<file path="src/rtl/grp_pkg.sv">
package grp_pkg;

    localparam int COORD_W = 13;
    localparam int AREA_W  = 2 * COORD_W;
    localparam int ID_W    = 16;
    localparam int POS_W   = 12;

    localparam logic [2:0] OP_NOP    = 3'd0;
    localparam logic [2:0] OP_CLEAR  = 3'd1;
    localparam logic [2:0] OP_SCLR   = 3'd2;
    localparam logic [2:0] OP_SEARCH = 3'd3;
    localparam logic [2:0] OP_DELETE = 3'd4;
    localparam logic [2:0] OP_INSERT = 3'd5;

    typedef struct packed {
        logic [COORD_W-1:0] x;
        logic [COORD_W-1:0] y;
        logic [COORD_W-1:0] w;
        logic [COORD_W-1:0] h;
    } chunk_t;

    typedef struct packed {
        logic [2:0]         op;
        chunk_t             chunk;
        logic [AREA_W-1:0]  area;
        logic [COORD_W-1:0] rw;
        logic [COORD_W-1:0] rh;
    } cmd_t;

    typedef struct packed {
        chunk_t            chunk;
        logic [AREA_W-1:0] area;
        logic              valid;
        logic              rb;
        logic              f;
        chunk_t            carry;
    } link_t;

    typedef struct packed {
        logic               action;
        logic [ID_W-1:0]    request_id;
        logic [COORD_W-1:0] rect_width;
        logic [COORD_W-1:0] rect_height;
    } req_item_t;

    typedef struct packed {
        logic [ID_W-1:0]    echo_id;
        logic               placed;
        logic [POS_W-1:0]   pos_x;
        logic [POS_W-1:0]   pos_y;
        logic [COORD_W-1:0] atlas_size;
        logic               list_overflow;
    } res_item_t;

endpackage

</file>
<file path="src/rtl/grp_cell.sv">
module grp_cell
    import grp_pkg::*;
(
    input  logic  clk,
    input  logic  rst_n,
    input  cmd_t  cmd,
    input  logic  first,
    input  link_t up,
    input  link_t down,
    output link_t me
);

    chunk_t            chunk_reg;
    logic [AREA_W-1:0] area_reg;
    logic              valid_reg;
    logic              f_reg;
    chunk_t            carry_reg;
    logic              fit;
    logic              rb;

    assign fit = valid_reg && (chunk_reg.w >= cmd.rw) && (chunk_reg.h >= cmd.rh);
    assign rb  = !valid_reg || (cmd.area > area_reg)
              || ((cmd.area == area_reg) && (cmd.chunk.h > chunk_reg.h));

    assign me.chunk = chunk_reg;
    assign me.area  = area_reg;
    assign me.valid = valid_reg;
    assign me.rb    = rb;
    assign me.f     = f_reg;
    assign me.carry = carry_reg;

    always_ff @(posedge clk or negedge rst_n)
    begin
        if (!rst_n)
        begin
            valid_reg <= 1'b0;
            f_reg     <= 1'b0;
        end
        else
        begin
            case (cmd.op)
                OP_CLEAR:
                begin
                    valid_reg <= first;
                    f_reg     <= 1'b0;
                end
                OP_SCLR:   f_reg <= 1'b0;
                OP_SEARCH: f_reg <= fit || up.f;
                OP_DELETE:
                begin
                    if (!up.f)
                        valid_reg <= up.valid;
                end
                OP_INSERT:
                begin
                    if (rb)
                        valid_reg <= down.rb ? down.valid : 1'b1;
                end
                default: ;
            endcase
        end
    end

    always_ff @(posedge clk)
    begin
        case (cmd.op)
            OP_CLEAR:
            begin
                chunk_reg <= cmd.chunk;
                area_reg  <= cmd.area;
            end
            OP_SEARCH: carry_reg <= up.f ? up.carry : chunk_reg;
            OP_DELETE:
            begin
                if (!up.f)
                begin
                    chunk_reg <= up.chunk;
                    area_reg  <= up.area;
                end
            end
            OP_INSERT:
            begin
                if (rb)
                begin
                    chunk_reg <= down.rb ? down.chunk : cmd.chunk;
                    area_reg  <= down.rb ? down.area : cmd.area;
                end
            end
            default: ;
        endcase
    end

endmodule

</file>
<file path="config.mk">
export PLATFORM = sky130hd
export DESIGN_NAME = grp_cell
export DESIGN_NICKNAME = d
export VERILOG_FILES = /design/src/rtl/grp_pkg.sv /design/src/rtl/grp_cell.sv
export SDC_FILE = /design/constraint.sdc
export NUM_CORES = 1
export LEC_CHECK = 0
export BUFFER_PORTS_ARGS = -buffer_cell sky130_fd_sc_hd__buf_4
export CAP_MARGIN = 20
export CORE_AREA = 2 2 200 202
export DETAILED_ROUTE_END_ITERATION = 6
export DIE_AREA = 0 0 202 204
export PLACE_DENSITY = 0.49
export SYNTH_ARGS = -nofsm -noshare
export SYNTH_HDL_FRONTEND = slang
export SYNTH_SLANG_ARGS = --single-unit
</file>
<file path="constraint.sdc">
create_clock -name clk -period 8.6 [get_ports clk]
set_input_delay 0.43 -clock clk [delete_from_list [all_inputs] [get_ports clk]]
set_output_delay 0.43 -clock clk [all_outputs]
set_load 0.02 [all_outputs]
</file>
==> Yosys cells after proc, flatten, opt, wreduce, memory -nomap -nowiden <==
Cells that the tools add are included.
{ "op_classes": {"reduce_logical": 11, "n_lt_le_gt_ge": 4, "n_mux": 14, "eq_ne": 8} }
{ "ops": {"columns": ["operator", "n"], "rows": [
  ["two-way mux 52 bit", 4],
  ["one-hot mux 52 bit (3 select lines)", 1],
  ["two-way mux 26 bit", 3],
  ["one-hot mux 26 bit (3 select lines)", 1],
  ["equality test 26 bit", 1],
  [">= comparator 13 bit", 2],
  ["> comparator 26 bit", 1],
  ["> comparator 13 bit", 1],
  ["equality test 3 x 2 -> 1 bit, second input constant", 2],
  ["equality test 3 bit, second input constant", 2],
  ["!= test 2 bit, second input constant", 2],
  ["equality test 3 x 1 -> 1 bit, second input constant", 1],
  ["logical AND 1 bit", 3],
  ["logical OR 1 bit", 3],
  ["two-way mux 1 bit", 3],
  ["one-hot mux 1 bit (3 select lines)", 1],
  ["AND reduction 3 bit", 1],
  ["nonzero test 3 bit", 1],
  ["one-hot mux 1 bit (2 select lines)", 1],
  ["nonzero test 2 bit", 1],
  ["OR reduction 2 bit", 1],
  ["zero test 1 bit", 1]
]} }
{ "totals": {"word_cells": 48, "out_inout_bits": 133, "regBits": 132} }

==> Longest topological paths before layout <==
{ "depth": {"word_depth": 5, "mapped_depth": 9, "depth_no_buf": 8} }

==> Worst setup path after synthesis <==
No wires, ideal clock.
{ "synth_path": {"path_kind": "register -> register", "start": "register chunk_reg (netlist bit me[93])", "end": "register area_reg[0], enable pin", "setup_slack_ns": 0.611, "arrival_ns": 7.360, "path_stages_with_launch": 9, "setup_time_ns": 0.629, "cell_sequence": "edfxtp_1 > inv_1 > ha_1 > nand4_1 > nor3_1 > o311a_1 > o31ai_1 > and2_1 > o31ai_1"} }
{ "synth_via": {"elab_chain_cells": 5} }
{ "synth_lines": {"columns": ["element", "line", "rtl"], "rows": [
  ["start: declaration", "grp_cell.sv:13", "chunk_t chunk_reg;"],
  ["start signal: assignment", "grp_cell.sv:69", "chunk_reg <= cmd.chunk;"],
  ["start signal: assignment", "grp_cell.sv:77", "chunk_reg <= up.chunk;"],
  ["start signal: assignment", "grp_cell.sv:85", "chunk_reg <= down.rb ? down.chunk : cmd.chunk;"],
  ["> comparator 13 bit", "grp_cell.sv:23", "|| ((cmd.area == area_reg) && (cmd.chunk.h > chunk_reg.h));"],
  ["logical AND 1 bit", "grp_cell.sv:23", null],
  ["logical OR 1 bit", "grp_cell.sv:23", null],
  ["!= test 2 bit (no source line)", null, null],
  ["AND reduction 3 bit (no source line)", null, null],
  ["end signal: assignment", "grp_cell.sv:70", "area_reg <= cmd.area;"],
  ["end signal: assignment", "grp_cell.sv:78", "area_reg <= up.area;"],
  ["end signal: assignment", "grp_cell.sv:86", "area_reg <= down.rb ? down.area : cmd.area;"],
  ["end: declaration", "grp_cell.sv:14", "logic [AREA_W-1:0] area_reg;"]
]} }
No other way between the ends.
A chain may end at the register's enable or synchronous reset.

==> Worst setup path in the final report <==
{ "layout_path": {"start": "register chunk_reg (netlist bit me[93])", "end": "register chunk_reg (netlist bit me[124]), enable pin"} }
{ "layout_via": {"elab_chain_cells": 5} }
{ "layout_lines": {"columns": ["element", "line"], "rows": [
  ["> comparator 13 bit", "grp_cell.sv:23"],
  ["logical AND 1 bit", "grp_cell.sv:23"],
  ["logical OR 1 bit", "grp_cell.sv:23"],
  ["!= test 2 bit (no source line)", null],
  ["AND reduction 3 bit (no source line)", null]
]} }
No other way between the ends.

==> results.cfg <==
[clocking]
cts.sink_count = 132
clk_path_buf_depth = 2
ctsHoldBuffers = 1
clk-insertion-delay-late_ps = 440
cts_htree_levels = 4
clockRootBuffer = clkbuf_16
cts_resized = 0
clk_pin_slew_ps = 60
cts_tree = built
cts.repair_timing.setup_buffer_count = 0
total_cts_buffers = 17

[place]
post-place-cells = 1799
preCtsSetupSlack_ps = 4430
place_hpwl_um = 26600
numPortBuffers = 454
gp_routability_congestion = 0.807

[timing]
max_slew.worst_pin.slew_ps = 1100
achievable-frequency_mhz = 256
min_period_ps = 3910
finalHoldViolations = 0
timing.final.setup_violations = 0
finalSetupTns_ps = 0
finalClockSkew_ps = 12.5
post-route-period-util_pct = 45.5
max_slew_margin_pct = 26.4
maxSlewViolCount = 0
setup_ws_ps = 4690
grt_setup_unrepaired = no
final.hold.worst_slack_ps = 272

[detailed_routing]
final_antenna_net_count = 0
drc = 0
total_via_count_in_the_routed_design = 8324
drt_pass1_iterations = 7
wl_um = 36100
routed_via_density = 4.54
first_iter_violations = 499
wire_per_inst_um = 19.7

[synth]
ys_seq_elements = 132
syn_avg_cell_area_sq_um = 9.58
synth-edff-count = 130
async_reset_ff_share_pct = 1.52
synth.lib_cells_used.distinct = 43
syn_inst = 874
ys_warn_count = 0
synth_seq_area_share_pct = 47.2
syn-num-nets = 1315
postSynth.topFlopCell = edfxtp_1
post_synth_instance_area_sq_mm = 0.00838

[global_route]
grt_antenna_before_repair = 0
number_of_global_route_vias_before_repair = 8259
grt_overflow_total = 0
grt_pass1_wl_um = 51900
global_router_s_overall_resource_usage_pct = 17.0
grt_start_max_net_pins = 80

[critical_path]
source_of_the_worst_register_to_register_timing_path = me[93]
worstPathMaxFanout = 42
critPathRequiredTime_ps = 8670
start_kind = flop
worst_setup_path_startpoint = me[93]
critPathKind = reg -> reg
worst_ep_arrival_time_ps = 3980
timing.critical_path.to_type = flop

[layout]
diodes = 0
share_of_layout_cells_above_drive_strength_1_pct = 41.2
layout.core_utilization_pct = 33.0
number_of_flip_flops_in_the_largest_register = 104
most_used_cells_in_the_layout_excluding_fill_and_tap_cells = buf_4, edfxtp_1, o21ai_0
layoutNonFillerInstCount = 1833
finish.net_count = 1736
layout_commonest_cell = buf_4
flow.area_growth_from_synthesis_pct = 54.5

[die]
core_region_area_sq_mm = 0.0392
start_util_pct = 21.4
placement_rows = 73
design.die.area_sq_mm = 0.0412
overall_die_width_um = 202
ioPinCount = 509
die_h_um = 204

[power]
power.ir.vdd_worst_v = 0.000120
power-per-cell-area_mw_per_mm2 = 164
power.static_leakage_nw = 5.68

[outcome]
outcome = complete, no violations

[flow_run]
cap_viol_max_count = 0

[worst_hold_path]
hp-start = up[10]
worst_min_delay_path_category = in -> reg
==> kinds of logic (layout without fill, tap and decap cells) <==
| logic type | count (synthesis) | in the layout | share of synthesized area (%) |
|---|---|---|---|
| simple gates | 197 | 197 | 10.7 |
| buf+inv | 134 | 568 | 6.18 |
| mux | 38 | 38 | 5.11 |
| fa+ha+maj | 65 | 65 | 9.71 |
| flops | 132 | 132 | 47.2 |
| compound gates | 308 | 308 | 21.1 |
==> metal layers <==
layer,share of wire [%],track usage [%],vias to the layer above,routed length [um]
met5,0,0,-,0
li1,-,-,4082,-
met1,42,21.3,3906,15300
met2,50,28.9,298,17900
met4,2.0,5.09,0,721
met3,6.0,4.03,38,2160
==> final timing paths <==
check	slack, ps	cells after the start	to
min in group asynchronous	350	2	f_reg
max in group asynchronous	8160	2	valid_reg
max reg2reg	4690	10	me[124]
min	270	3	me[10]
max	4690	10	me[124]
min reg2reg	560	2	f_reg
==> power by group <==
group / switching (mW) / leakage, nW / internal, mW / total [mW]
combinational: 0.277 / 4.13 / 0.250 / 0.527
clock: 0.307 / 0.293 / 0.485 / 0.791
sequential: 0.0300 / 1.25 / 0.774 / 0.804
total: 0.614 / 5.68 / 1.51 / 2.12
==> Yosys cell counts, drive strengths merged, types with 3 or more instances <==
| master | n | area (sq um) |
|---|---|---|
| buf | 14 | 66.3 |
| nand4 | 7 | 43.8 |
| o21a | 5 | 37.5 |
| nand2 | 78 | 293 |
| nand3 | 6 | 30.0 |
| or3 | 26 | 163 |
| a21oi | 97 | 485 |
| nor3 | 4 | 20.0 |
| clkbuf | 48 | 181 |
| nand2b | 6 | 37.5 |
| edfxtp | 130 | 3900 |
| ha | 65 | 813 |
| o21ai | 98 | 490 |
| a21o | 10 | 75.1 |
| nor2 | 59 | 221 |
| inv | 72 | 270 |
| o22ai | 80 | 500 |
| mux2 | 38 | 428 |
| nor2b | 3 | 18.8 |
==> metrics by stage <==
stage	power, mW	area [sq um]
after global routing	2.23	12900
after floorplan	1.08	8380
after CTS	2.16	12900
after global placement	1.35	12300
after detailed placement	1.35	12300
final	2.12	12900
==> critical path, cell delays in order (launching register included) <==
cell	delay [ps]
edfxtp_1	400
inv_1	80
ha_1	310
nand4_1	140
nor3_1	450
o311a_1	270
o31ai_1	90
and2_1	210
o31ai_4	330
buf_4	560
buf_4	630
==> final cells by class <==
type | count | area, sq um
Sequential cell | 132 | 3950
Timing Repair Buffer | 464 | 3510
Tap cell | 525 | 657
Clock buffer | 19 | 433
Clock inverter | 13 | 183
Inverter | 72 | 270
Multi-Input combinational cell | 608 | 3940
Fill cell | 4094 | 26200
Power figures use the tool's default switching activity.
